===== src/hdl/ru_cascade_topk_selector_defines.svh =====
// ------------------------------------------------------------------------
// RU cascade selector assertion macros
// Shared property wrappers, clocked on clk with asynchronous reset arst_n.
// ------------------------------------------------------------------------
`ifndef RU_CASCADE_TOPK_SELECTOR_DEFINES_SVH
`define RU_CASCADE_TOPK_SELECTOR_DEFINES_SVH

// same-cycle implication
`define RUCTS_ASSERT_NOW(lbl, ante, cons, msg) \
	lbl: assert property (@(posedge clk) disable iff (!arst_n) (ante) |-> (cons)) \
		else $error(msg);

// next-cycle implication
`define RUCTS_ASSERT_NEXT(lbl, ante, cons, msg) \
	lbl: assert property (@(posedge clk) disable iff (!arst_n) (ante) |=> (cons)) \
		else $error(msg);

`endif


===== src/hdl/ructs_pkg.sv =====
// ------------------------------------------------------------------------
// ructs_pkg
// Types, constants and helpers of the RU cascade top-k selector.
// ------------------------------------------------------------------------
`default_nettype none

package ructs_pkg;

	localparam int NP      = 5;   // pools, 0 = 484 tones ... 4 = 26 tones
	localparam int POOL_W  = 3;
	localparam int CNT_W   = 7;   // holds a capacity up to 127
	localparam int SLOT_AW = 7;   // holds the sum of all capacities
	localparam int KEY_W   = 32;  // {penalty, index}

	localparam int CAP_RU484_DEF = 1;
	localparam int CAP_RU242_DEF = 2;
	localparam int CAP_RU106_DEF = 4;
	localparam int CAP_RU52_DEF  = 8;
	localparam int CAP_RU26_DEF  = 18;

	localparam logic [1:0] KIND_RET   = 2'd0;
	localparam logic [1:0] KIND_DRAIN = 2'd1;
	localparam logic [1:0] KIND_EMPTY = 2'd2;

	localparam logic OP_OFFER = 1'b0;
	localparam logic OP_DRAIN = 1'b1;

	localparam logic [1:0] REG_START = 2'd0;
	localparam logic [1:0] REG_END   = 2'd1;
	localparam logic [1:0] REG_GRAN  = 2'd2;

	typedef struct packed {
		logic               start;
		logic [SLOT_AW-1:0] base;
		logic [CNT_W-1:0]   len;
		logic               find_max;
	} scan_req_t;

	typedef struct packed {
		logic               done;
		logic [KEY_W-1:0]   best_key;
		logic [SLOT_AW-1:0] best_pos;
		logic [KEY_W-1:0]   last_key;
	} scan_res_t;

	typedef struct packed {
		logic               en;
		logic [SLOT_AW-1:0] addr;
		logic [KEY_W-1:0]   data;
	} slot_wr_t;

	// rate in Mbit/s times 1000, i.e. tenths times 100
	function automatic logic [17:0] rate_of(input logic [POOL_W-1:0] m);
		logic [17:0] r;
		unique case (m)
			3'd0:    r = 18'd243800;
			3'd1:    r = 18'd121900;
			3'd2:    r = 18'd47200;
			3'd3:    r = 18'd22200;
			default: r = 18'd11100;
		endcase
		return r;
	endfunction

endpackage

`default_nettype wire


===== src/hdl/ru_cascade_topk_selector.sv =====
// Offer: a setup step, then per pool tried a timing check and compare (the check alone
//   for a pool skipped as late or of zero capacity), a scan of each full pool, a cascade
//   step per evicted entry, and an emit step for a returned entry. Ready only when idle.
// Drain: per emitted entry one scan of the remaining pool plus select and output,
//   so quadratic in pool fill; one result register feeds the output.
// Reset: all pools empty, registers back to start 0, end 256, granularity 256.
// ------------------------------------------------------------------------
// ru_cascade_topk_selector
// Five bounded RU slot pools with cascading eviction and sorted drain.
// ------------------------------------------------------------------------
`default_nettype none

module ru_cascade_topk_selector import ructs_pkg::*; #(
	parameter int CAP_RU484 = CAP_RU484_DEF,
	parameter int CAP_RU242 = CAP_RU242_DEF,
	parameter int CAP_RU106 = CAP_RU106_DEF,
	parameter int CAP_RU52  = CAP_RU52_DEF,
	parameter int CAP_RU26  = CAP_RU26_DEF
) (
	input  wire logic         clk,
	input  wire logic         arst_n,
	input  wire logic         s_axis_tvalid,
	output logic              s_axis_tready,
	// packet_index, penalty, data_size, arrival_time, deadline_time
	input  wire logic [111:0] s_axis_tdata,
	// operation
	input  wire logic [0:0]   s_axis_tuser,
	output logic              m_axis_tvalid,
	input  wire logic         m_axis_tready,
	// ru_mode, out_index, out_penalty, zero pad
	output logic      [39:0]  m_axis_tdata,
	// kind
	output logic      [1:0]   m_axis_tuser,
	output logic              m_axis_tlast,
	input  wire logic         cfg_we,
	input  wire logic [1:0]   cfg_index,
	input  wire logic [31:0]  cfg_data
);

	`include "ru_cascade_topk_selector_defines.svh"

	localparam int TOTAL  = CAP_RU484 + CAP_RU242 + CAP_RU106 + CAP_RU52 + CAP_RU26;
	localparam int DEPTH  = (TOTAL > 0) ? TOTAL : 1;
	localparam int RAM_AW = (DEPTH > 1) ? $clog2(DEPTH) : 1;

	localparam logic [CNT_W-1:0] CAPV [NP] = '{
		CNT_W'(CAP_RU484), CNT_W'(CAP_RU242), CNT_W'(CAP_RU106),
		CNT_W'(CAP_RU52), CNT_W'(CAP_RU26)};
	localparam logic [SLOT_AW-1:0] BASE [NP] = '{
		SLOT_AW'(0),
		SLOT_AW'(CAP_RU484),
		SLOT_AW'(CAP_RU484 + CAP_RU242),
		SLOT_AW'(CAP_RU484 + CAP_RU242 + CAP_RU106),
		SLOT_AW'(CAP_RU484 + CAP_RU242 + CAP_RU106 + CAP_RU52)};

	localparam logic [3:0] ST_IDLE  = 4'd0;
	localparam logic [3:0] ST_PREP  = 4'd1;
	localparam logic [3:0] ST_MUL   = 4'd2;
	localparam logic [3:0] ST_CMP   = 4'd3;
	localparam logic [3:0] ST_SCAN  = 4'd4;
	localparam logic [3:0] ST_CASC  = 4'd5;
	localparam logic [3:0] ST_EMIT  = 4'd6;
	localparam logic [3:0] ST_DSEL  = 4'd7;
	localparam logic [3:0] ST_DSCAN = 4'd8;
	localparam logic [3:0] ST_DOUT  = 4'd9;

	localparam logic [POOL_W-1:0] POOL_FIRST = '0;
	localparam logic [POOL_W-1:0] POOL_LAST  = POOL_W'(NP - 1);

	logic [3:0]        state_q;
	logic [31:0]       start_q, end_q;
	logic [15:0]       gran_q;
	logic [CNT_W-1:0]  cnt_q [NP];

	logic [KEY_W-1:0]  car_key_q;
	logic [15:0]       size_q;
	logic [31:0]       arr_q, dl_q;
	logic [34:0]       need_q;
	logic [31:0]       diff_q;
	logic              tok_q;
	logic [49:0]       have_q;
	logic [POOL_W-1:0] m_q, from_q;
	logic              casc_q;
	logic              any_q;
	logic [1:0]        ekind_q;

	scan_req_t         sreq_q;
	scan_res_t         sres;
	slot_wr_t          wr_q;
	logic [SLOT_AW-1:0] rd_addr;
	logic [KEY_W-1:0]  rd_data;

	logic              out_valid_q;
	logic [1:0]        out_kind_q;
	logic [POOL_W-1:0] out_mode_q;
	logic [KEY_W-1:0]  out_key_q;
	logic              out_last_q;

	logic [31:0]       lim;
	logic              later_nz;

	assign lim = (end_q < dl_q) ? end_q : dl_q;

	always_comb begin
		later_nz = 1'b0;
		for (int j = 0; j < NP; j++) begin
			if (POOL_W'(j) > m_q && cnt_q[j] != '0) begin
				later_nz = 1'b1;
			end
		end
	end

	ructs_ram #(.WIDTH(KEY_W), .DEPTH(DEPTH), .AW(RAM_AW)) u_ram (
		.clk   (clk),
		.we    (wr_q.en),
		.waddr (wr_q.addr[RAM_AW-1:0]),
		.wdata (wr_q.data),
		.raddr (rd_addr[RAM_AW-1:0]),
		.rdata (rd_data)
	);

	ructs_scan u_scan (
		.clk     (clk),
		.arst_n  (arst_n),
		.req     (sreq_q),
		.rd_addr (rd_addr),
		.rd_data (rd_data),
		.res     (sres)
	);

	assign s_axis_tready = (state_q == ST_IDLE);
	assign m_axis_tvalid = out_valid_q;
	assign m_axis_tuser  = out_kind_q;
	assign m_axis_tlast  = out_last_q;
	assign m_axis_tdata  = {5'b0, out_key_q, out_mode_q};

	// configuration
	always_ff @(posedge clk or negedge arst_n) begin
		if (!arst_n) begin
			start_q <= 32'd0;
			end_q   <= 32'd256;
			gran_q  <= 16'd256;
		end else if (cfg_we) begin
			unique case (cfg_index)
				REG_START: start_q <= cfg_data;
				REG_END:   end_q   <= cfg_data;
				REG_GRAN:  gran_q  <= cfg_data[15:0];
				default:   ;
			endcase
		end
	end

	// sequencer
	always_ff @(posedge clk or negedge arst_n) begin
		if (!arst_n) begin
			state_q      <= ST_IDLE;
			out_valid_q  <= 1'b0;
			sreq_q.start <= 1'b0;
			wr_q.en      <= 1'b0;
			for (int j = 0; j < NP; j++) begin
				cnt_q[j] <= '0;
			end
		end else begin
			sreq_q.start <= 1'b0;
			wr_q.en      <= 1'b0;
			if (out_valid_q && m_axis_tready) begin
				out_valid_q <= 1'b0;
			end
			unique case (state_q)
				ST_IDLE: begin
					if (s_axis_tvalid) begin
						car_key_q <= {s_axis_tdata[31:16], s_axis_tdata[15:0]};
						size_q    <= s_axis_tdata[47:32];
						arr_q     <= s_axis_tdata[79:48];
						dl_q      <= s_axis_tdata[111:80];
						from_q    <= POOL_FIRST;
						casc_q    <= 1'b0;
						any_q     <= 1'b0;
						ekind_q   <= KIND_RET;
						if (s_axis_tuser[0] == OP_DRAIN) begin
							m_q     <= POOL_FIRST;
							state_q <= ST_DSEL;
						end else begin
							m_q     <= POOL_LAST;
							state_q <= ST_PREP;
						end
					end
				end
				ST_PREP: begin
					need_q  <= {32'(size_q) * 32'(gran_q), 3'b000};
					tok_q   <= (arr_q <= start_q) && (lim >= start_q);
					diff_q  <= lim - start_q;
					state_q <= ST_MUL;
				end
				ST_MUL: begin
					if (CAPV[m_q] == '0 || !tok_q) begin
						if (m_q == POOL_FIRST) begin
							state_q <= ST_EMIT;
						end else begin
							m_q <= m_q - 1'b1;
						end
					end else begin
						have_q  <= diff_q * rate_of(m_q);
						state_q <= ST_CMP;
					end
				end
				ST_CMP: begin
					if (have_q >= {15'd0, need_q}) begin
						if (cnt_q[m_q] < CAPV[m_q]) begin
							wr_q.en     <= 1'b1;
							wr_q.addr   <= BASE[m_q] + SLOT_AW'(cnt_q[m_q]);
							wr_q.data   <= car_key_q;
							cnt_q[m_q]  <= cnt_q[m_q] + 1'b1;
							state_q     <= ST_IDLE;
						end else begin
							sreq_q.start    <= 1'b1;
							sreq_q.base     <= BASE[m_q];
							sreq_q.len      <= CAPV[m_q];
							sreq_q.find_max <= 1'b0;
							state_q         <= ST_SCAN;
						end
					end else if (m_q == POOL_FIRST) begin
						state_q <= ST_EMIT;
					end else begin
						m_q     <= m_q - 1'b1;
						state_q <= ST_MUL;
					end
				end
				ST_SCAN: begin
					if (sres.done) begin
						// evict only on a strictly lower penalty
						if (sres.best_key[31:16] < car_key_q[31:16]) begin
							wr_q.en   <= 1'b1;
							wr_q.addr <= sres.best_pos;
							wr_q.data <= car_key_q;
							car_key_q <= sres.best_key;
							from_q    <= m_q;
							casc_q    <= 1'b1;
							if (m_q == POOL_FIRST) begin
								state_q <= ST_EMIT;
							end else begin
								m_q     <= m_q - 1'b1;
								state_q <= ST_CASC;
							end
						end else if (casc_q || m_q == POOL_FIRST) begin
							state_q <= ST_EMIT;
						end else begin
							m_q     <= m_q - 1'b1;
							state_q <= ST_MUL;
						end
					end
				end
				ST_CASC: begin
					if (CAPV[m_q] == '0) begin
						state_q <= ST_EMIT;
					end else if (cnt_q[m_q] < CAPV[m_q]) begin
						wr_q.en    <= 1'b1;
						wr_q.addr  <= BASE[m_q] + SLOT_AW'(cnt_q[m_q]);
						wr_q.data  <= car_key_q;
						cnt_q[m_q] <= cnt_q[m_q] + 1'b1;
						state_q    <= ST_IDLE;
					end else begin
						sreq_q.start    <= 1'b1;
						sreq_q.base     <= BASE[m_q];
						sreq_q.len      <= CAPV[m_q];
						sreq_q.find_max <= 1'b0;
						state_q         <= ST_SCAN;
					end
				end
				ST_EMIT: begin
					if (!out_valid_q) begin
						out_valid_q <= 1'b1;
						out_kind_q  <= ekind_q;
						out_mode_q  <= from_q;
						out_key_q   <= car_key_q;
						out_last_q  <= 1'b1;
						state_q     <= ST_IDLE;
					end
				end
				ST_DSEL: begin
					if (cnt_q[m_q] == '0) begin
						if (m_q != POOL_LAST) begin
							m_q <= m_q + 1'b1;
						end else if (any_q) begin
							state_q <= ST_IDLE;
						end else begin
							ekind_q   <= KIND_EMPTY;
							car_key_q <= '0;
							from_q    <= POOL_FIRST;
							state_q   <= ST_EMIT;
						end
					end else begin
						any_q           <= 1'b1;
						sreq_q.start    <= 1'b1;
						sreq_q.base     <= BASE[m_q];
						sreq_q.len      <= cnt_q[m_q];
						sreq_q.find_max <= 1'b1;
						state_q         <= ST_DSCAN;
					end
				end
				ST_DSCAN: begin
					if (sres.done) begin
						state_q <= ST_DOUT;
					end
				end
				ST_DOUT: begin
					if (!out_valid_q) begin
						out_valid_q <= 1'b1;
						out_kind_q  <= KIND_DRAIN;
						out_mode_q  <= m_q;
						out_key_q   <= sres.best_key;
						out_last_q  <= (cnt_q[m_q] == CNT_W'(1)) && !later_nz;
						// move the pool's last entry into the emitted slot
						wr_q.en     <= 1'b1;
						wr_q.addr   <= sres.best_pos;
						wr_q.data   <= sres.last_key;
						cnt_q[m_q]  <= cnt_q[m_q] - 1'b1;
						state_q     <= ST_DSEL;
					end
				end
				default: state_q <= ST_IDLE;
			endcase
		end
	end

	`RUCTS_ASSERT_NEXT(a_busy_after_accept, s_axis_tvalid && s_axis_tready, !s_axis_tready, "accepted item left the block ready")
	`RUCTS_ASSERT_NOW(a_scan_owner, sres.done, state_q == ST_SCAN || state_q == ST_DSCAN, "scan finished outside a scan state")
	`RUCTS_ASSERT_NOW(a_pool_bound, 1'b1, cnt_q[NP-1] <= CAPV[NP-1] && cnt_q[0] <= CAPV[0], "pool count over capacity")
	`RUCTS_ASSERT_NEXT(a_out_hold, out_valid_q && !m_axis_tready, out_valid_q && $stable(m_axis_tdata), "stalled result dropped or changed")

endmodule

`default_nettype wire


===== src/hdl/ructs_ram.sv =====
// ------------------------------------------------------------------------
// ructs_ram
// Generic single-write, single-read RAM with registered read data.
// ------------------------------------------------------------------------
`default_nettype none

module ructs_ram #(
	parameter int WIDTH = 32,
	parameter int DEPTH = 33,
	parameter int AW    = (DEPTH > 1) ? $clog2(DEPTH) : 1
) (
	input  wire logic             clk,
	input  wire logic             we,
	input  wire logic [AW-1:0]    waddr,
	input  wire logic [WIDTH-1:0] wdata,
	input  wire logic [AW-1:0]    raddr,
	output logic      [WIDTH-1:0] rdata
);

	logic [WIDTH-1:0] mem [DEPTH];

	always_ff @(posedge clk) begin
		if (we) begin
			mem[waddr] <= wdata;
		end
		rdata <= mem[raddr];
	end

endmodule

`default_nettype wire


===== src/hdl/ructs_scan.sv =====
// ------------------------------------------------------------------------
// ructs_scan
// Walks a slot range one read a cycle and keeps its minimum or maximum key.
// ------------------------------------------------------------------------
`default_nettype none

module ructs_scan import ructs_pkg::*; (
	input  wire logic               clk,
	input  wire logic               arst_n,
	input  wire scan_req_t          req,
	output logic      [SLOT_AW-1:0] rd_addr,
	input  wire logic [KEY_W-1:0]   rd_data,
	output scan_res_t               res
);

	logic               busy_q;
	logic [SLOT_AW-1:0] pos_q;
	logic [CNT_W-1:0]   rem_q;
	logic               max_q;
	logic               first_q;
	logic               pend_s1;
	logic [SLOT_AW-1:0] pend_pos_s1;
	logic               done_q;
	logic [KEY_W-1:0]   best_key_q;
	logic [SLOT_AW-1:0] best_pos_q;
	logic [KEY_W-1:0]   last_key_q;
	logic               better;
	logic               issue;

	assign rd_addr = pos_q;
	assign issue   = busy_q && (rem_q != '0);

	always_comb begin
		if (first_q) begin
			better = 1'b1;
		end else if (max_q) begin
			better = rd_data > best_key_q;
		end else begin
			better = rd_data < best_key_q;
		end
	end

	always_ff @(posedge clk or negedge arst_n) begin
		if (!arst_n) begin
			busy_q  <= 1'b0;
			pend_s1 <= 1'b0;
			done_q  <= 1'b0;
			first_q <= 1'b0;
		end else begin
			done_q  <= 1'b0;
			pend_s1 <= issue;
			if (req.start) begin
				busy_q  <= 1'b1;
				first_q <= 1'b1;
			end else if (pend_s1) begin
				first_q <= 1'b0;
				if (rem_q == '0) begin
					busy_q <= 1'b0;
					done_q <= 1'b1;
				end
			end
		end
	end

	always_ff @(posedge clk) begin
		if (req.start) begin
			pos_q <= req.base;
			rem_q <= req.len;
			max_q <= req.find_max;
		end else if (issue) begin
			pos_q <= pos_q + 1'b1;
			rem_q <= rem_q - 1'b1;
		end
		pend_pos_s1 <= pos_q;
		if (pend_s1) begin
			last_key_q <= rd_data;
			if (better) begin
				best_key_q <= rd_data;
				best_pos_q <= pend_pos_s1;
			end
		end
	end

	assign res.done     = done_q;
	assign res.best_key = best_key_q;
	assign res.best_pos = best_pos_q;
	assign res.last_key = last_key_q;

endmodule

`default_nettype wire


===== config.mk =====
export PLATFORM = sky130hd
export DESIGN_NAME = ru_cascade_topk_selector
export DESIGN_NICKNAME = d
export VERILOG_FILES = /design/src/hdl/ructs_pkg.sv /design/src/hdl/ru_cascade_topk_selector.sv /design/src/hdl/ructs_ram.sv /design/src/hdl/ructs_scan.sv
export VERILOG_INCLUDE_DIRS = /design/src /design/src/hdl
export SDC_FILE = /design/constraint.sdc
export NUM_CORES = 2
export LEC_CHECK = 0
export BUFFER_PORTS_ARGS = -buffer_cell sky130_fd_sc_hd__clkbuf_2
export CELL_PAD_IN_SITES_DETAIL_PLACEMENT = 1
export CELL_PAD_IN_SITES_GLOBAL_PLACEMENT = 1
export CORE_UTILIZATION = 30
export DETAILED_ROUTE_END_ITERATION = 12
export PLACE_DENSITY = 0.54
export RECOVER_POWER = 25
export SYNTH_ARGS = -nofsm -noshare
export SYNTH_HDL_FRONTEND = slang
export SYNTH_SLANG_ARGS = --single-unit

===== constraint.sdc =====
create_clock -name clk -period 21 [get_ports clk]
set_input_delay 1.05 -clock clk [delete_from_list [all_inputs] [get_ports clk]]
set_output_delay 1.05 -clock clk [all_outputs]
set_load 0.05 [all_outputs]

==> flow_results.org <==
** Detailed routing
- Count of unresolved DRC violations after routing :: 0
- After the first detailed-routing iteration, the DRC count stood at 3859.
- Using the TritonRoute via totals, the vias-per-cell ratio works out to 4.890.
- Final wirelength :: 279800 um
- Via Count :: 53800
- In this run the remaining antenna-violating nets after routing total 0.
- Number of iterations in the first detailed-routing pass :: 7
- Wirelength per Cell :: roughly 25 um

** Floorplanning
- Cell Rows :: 202
- The die covers 0.3081 mm2.
- Placeable core area :: 0.3035 mm2
- Ports :: 197
- Die Height :: 555.1 um
- For this configuration, the core starts out at a cell density of 0.3023.
- The die is 555.1 um wide.

** STA
- The clock arrives with around 130 ps of skew.
- Maximum frequency from static timing analysis :: approximately 97 MHz
- The hold violation total from the final report came to 0.
- Final hold analysis gives a worst-case slack of 385.7 ps.
- Count of final max-slew check failures :: between 500 and 600
- Worst relative slew slack :: -5.321
- Final critical-path share of the clock period :: 0.4910
- In the final timing run, aggregate negative setup slack is 0 ps.
- Setup repair after global routing missed its margin :: false
- The clock period could shrink to 10310 ps.
- Setup violations remaining at the end of the flow were counted as 0.
- Worst-margin pin slew :: 9482 ps

** Setup path
- Critical Path RT :: 21520 ps
- Type of origin of the critical path :: flop
- For the worst setup path, the data arrival time is 10830 ps.
- The critical path in this run is classified as flop to flop.
- The worst setup path is captured at a flop.
- Of all nets on the critical path, the largest fanout is 132.

** Placed design
- Number of port buffers :: 191
- Routability-driven placement finished with a final weighted congestion of 0.8151.
- HPWL Detailed :: between 150000 and 200000 um
- Count of placed standard cells including taps :: 10660

** Yosys
- Synth Area per Inst :: 13.96 um2
- Number of enable flip-flop cells after synthesis :: around 1500
- Post-synthesis sequential area ratio :: 0.5217
- Unique cell type count in the Yosys netlist :: 91
- Of the post-synthesis cell area, the dominant cell type holds 0.4790.
- Top FF cell, synth :: sky130_fd_sc_hd__edfxtp_1
- Top cell type by total area after synthesis :: sky130_fd_sc_hd__edfxtp_1
- Post-synthesis instance area :: 0.09177 mm2
- Count of mapped cells out of synthesis :: 6574
- Synth top area cells :: sky130_fd_sc_hd__edfxtp_1, sky130_fd_sc_hd__fa_1, sky130_fd_sc_hd__mux4_2
- Number of register bits inferred by synthesis :: around 1600
- Yosys printed 0 warnings.
- Counting flops with an async set or reset pin after synthesis yields a share of 0.07740.

** Clocking
- Post-CTS repair changed the size of 0 cells.
- The H-tree was split into 4 levels.
- Clk root buf :: sky130_fd_sc_hd__clkbuf_16
- The clock passes through at most 4 buffers.
- TritonCTS built the clock tree.
- Clock transition at path regs :: 60 ps
- Insertion delay to the later sink of the worst-skew pair :: 870 ps
- Post-CTS setup buffers :: 0
- CTS Sinks :: 1628
- Number of buffers created by CTS :: approximately 180
- Number of buffers added to fix hold violations after cts :: 0

** Run
- MaxCap Viol Count :: 10

** GRT
- Number of antenna violations at the first check in global routing :: 29
- Maximum number of pins on one net before global-route repair :: approximately 130
- Overall track demand over capacity in global routing :: 0.1820
- Congestion Overflow GR :: 0
- Vias in the first global route :: slightly below 60000
- The first global-routing pass estimated 413700 um of wire.

** Status
- Violations in the final reports :: capacitance limit, slew limit
- The flow ran to the end, but the final reports show violations.

** Final layout
- After the last flow step, the layout net total stands at 7980.
- The area growth from synthesis to layout is 12.67%.
- Number of standard cells in the final layout excluding fillers :: about 11000
- In the final layout, the share of cells above drive strength 1 is 0.1509.

** Worst hold path
- Hold Crit Class :: flop to flop
cell families (layout without fill, tap and decap cells):
group,count (synthesis),after routing,synth area share
flops,1628,1628,0.5217
simple gates,1368,1368,0.07342
buf+inv,1202,1529,0.04958
fa+ha+maj,1061,1061,0.1949
compound gates,713,713,0.05017
mux,486,486,0.09924
xor+xnor,115,115,0.01097
other cells,1,21,0.00004086
cell usage in the layout (no fill, tap or decap), types with 123 or more instances in the layout:
cell / count
sky130_fd_sc_hd__edfxtp_1: 1464
sky130_fd_sc_hd__mux4_2: 326
sky130_fd_sc_hd__nand2_1: 537
sky130_fd_sc_hd__nor2_1: 143
sky130_fd_sc_hd__o21ai_0: 229
sky130_fd_sc_hd__ha_1: 447
sky130_fd_sc_hd__clkbuf_16: 185
sky130_fd_sc_hd__fa_1: 614
sky130_fd_sc_hd__dfrtp_1: 123
sky130_fd_sc_hd__and2_1: 303
sky130_fd_sc_hd__clkbuf_2: 155
sky130_fd_sc_hd__a21oi_1: 149
sky130_fd_sc_hd__inv_1: 921
metrics by stage:
stage	setup slack (ps)	utilization	cell area, um2
final	10690	0.3406	103400
after global routing	10160	0.3406	103400
after floorplan	13330	-	91790
after CTS	11490	0.3409	103500
after detailed placement	11590	0.3225	97890
after global placement	11760	0.3225	97890
layer usage:
| metal | global-route usage | vias up | routed length, um |
|---|---|---|---|
| met5 | 0 | - | 27 |
| met4 | 0.05257 | 6 | 8218 |
| met3 | 0.01847 | 316 | 9978 |
| met2 | 0.2994 | 1009 | 133900 |
| met1 | 0.2541 | 28930 | 127600 |
| li1 | - | 23540 | - |
state kept, by name (all words and copies together) (netlist names), 16 cells and up:
register and flops:
u_ram.mem 1056, have_q 48, wr_q 39, cnt_q 35
arr_q 32, car_key_q 32, diff_q 32, dl_q 32
end_q 32, need_q 32, out_key_q 32, start_q 32
u_ram.rdata 32, u_scan.best_key_q 32, u_scan.last_key_q 32, gran_q 16
size_q 16
synthesized netlist by cell type, drive strengths merged (49+ instances only):
cell,number
edfxtp,1464
inv,922
fa,614
nand2,538
ha,447
mux4,327
and2,305
o21ai,238
clkbuf,231
nor2,181
a21oi,152
dfrtp,124
mux2,118
a21o,107
nand3,82
xnor2,79
nor2b,60
buf,49
final timing paths:
check	startpoint	end	slack [ps]	cells after the start
min in group asynchronous	arst_n	end_q[27]$_DFFE_PN0P_	1790	1
max reg2reg	u_scan.rd_addr[1]$_DFFE_PP_	u_ram.rdata[31]$_DFF_P_	10690	6
min	u_scan.pend_pos_s1[2]$_DFF_P_	u_scan.best_pos_q[2]$_DFFE_PP_	390	0
max in group asynchronous	arst_n	u_scan.pend_s1$_DFF_PN0_	16320	1
min reg2reg	u_scan.pend_pos_s1[2]$_DFF_P_	u_scan.best_pos_q[2]$_DFFE_PP_	390	0
max	u_scan.rd_addr[1]$_DFFE_PP_	u_ram.rdata[31]$_DFF_P_	10690	6
critical path, stage by stage, from the launching register on:
cell,delay [ps]
sky130_fd_sc_hd__edfxtp_1,340
sky130_fd_sc_hd__clkbuf_1,6380
sky130_fd_sc_hd__buf_4,1380
sky130_fd_sc_hd__mux4_2,430
sky130_fd_sc_hd__mux4_2,500
sky130_fd_sc_hd__mux2i_1,410
sky130_fd_sc_hd__o21ai_0,170
cell type report:
| cell class | instances | area [um2] |
|---|---|---|
| Fill cell | 31820 | 200100 |
| Sequential cell | 1628 | 47880 |
| Multi-Input combinational cell | 3748 | 39730 |
| Tap cell | 4080 | 5105 |
| Clock buffer | 224 | 4866 |
| Inverter | 922 | 3461 |
| Timing Repair Buffer | 285 | 1608 |
| Clock inverter | 98 | 706.9 |
| Antenna cell | 16 | 40.04 |
Power is not shown: default switching activity piles up to over one toggle a cycle in this logic, so the estimate is an artifact.
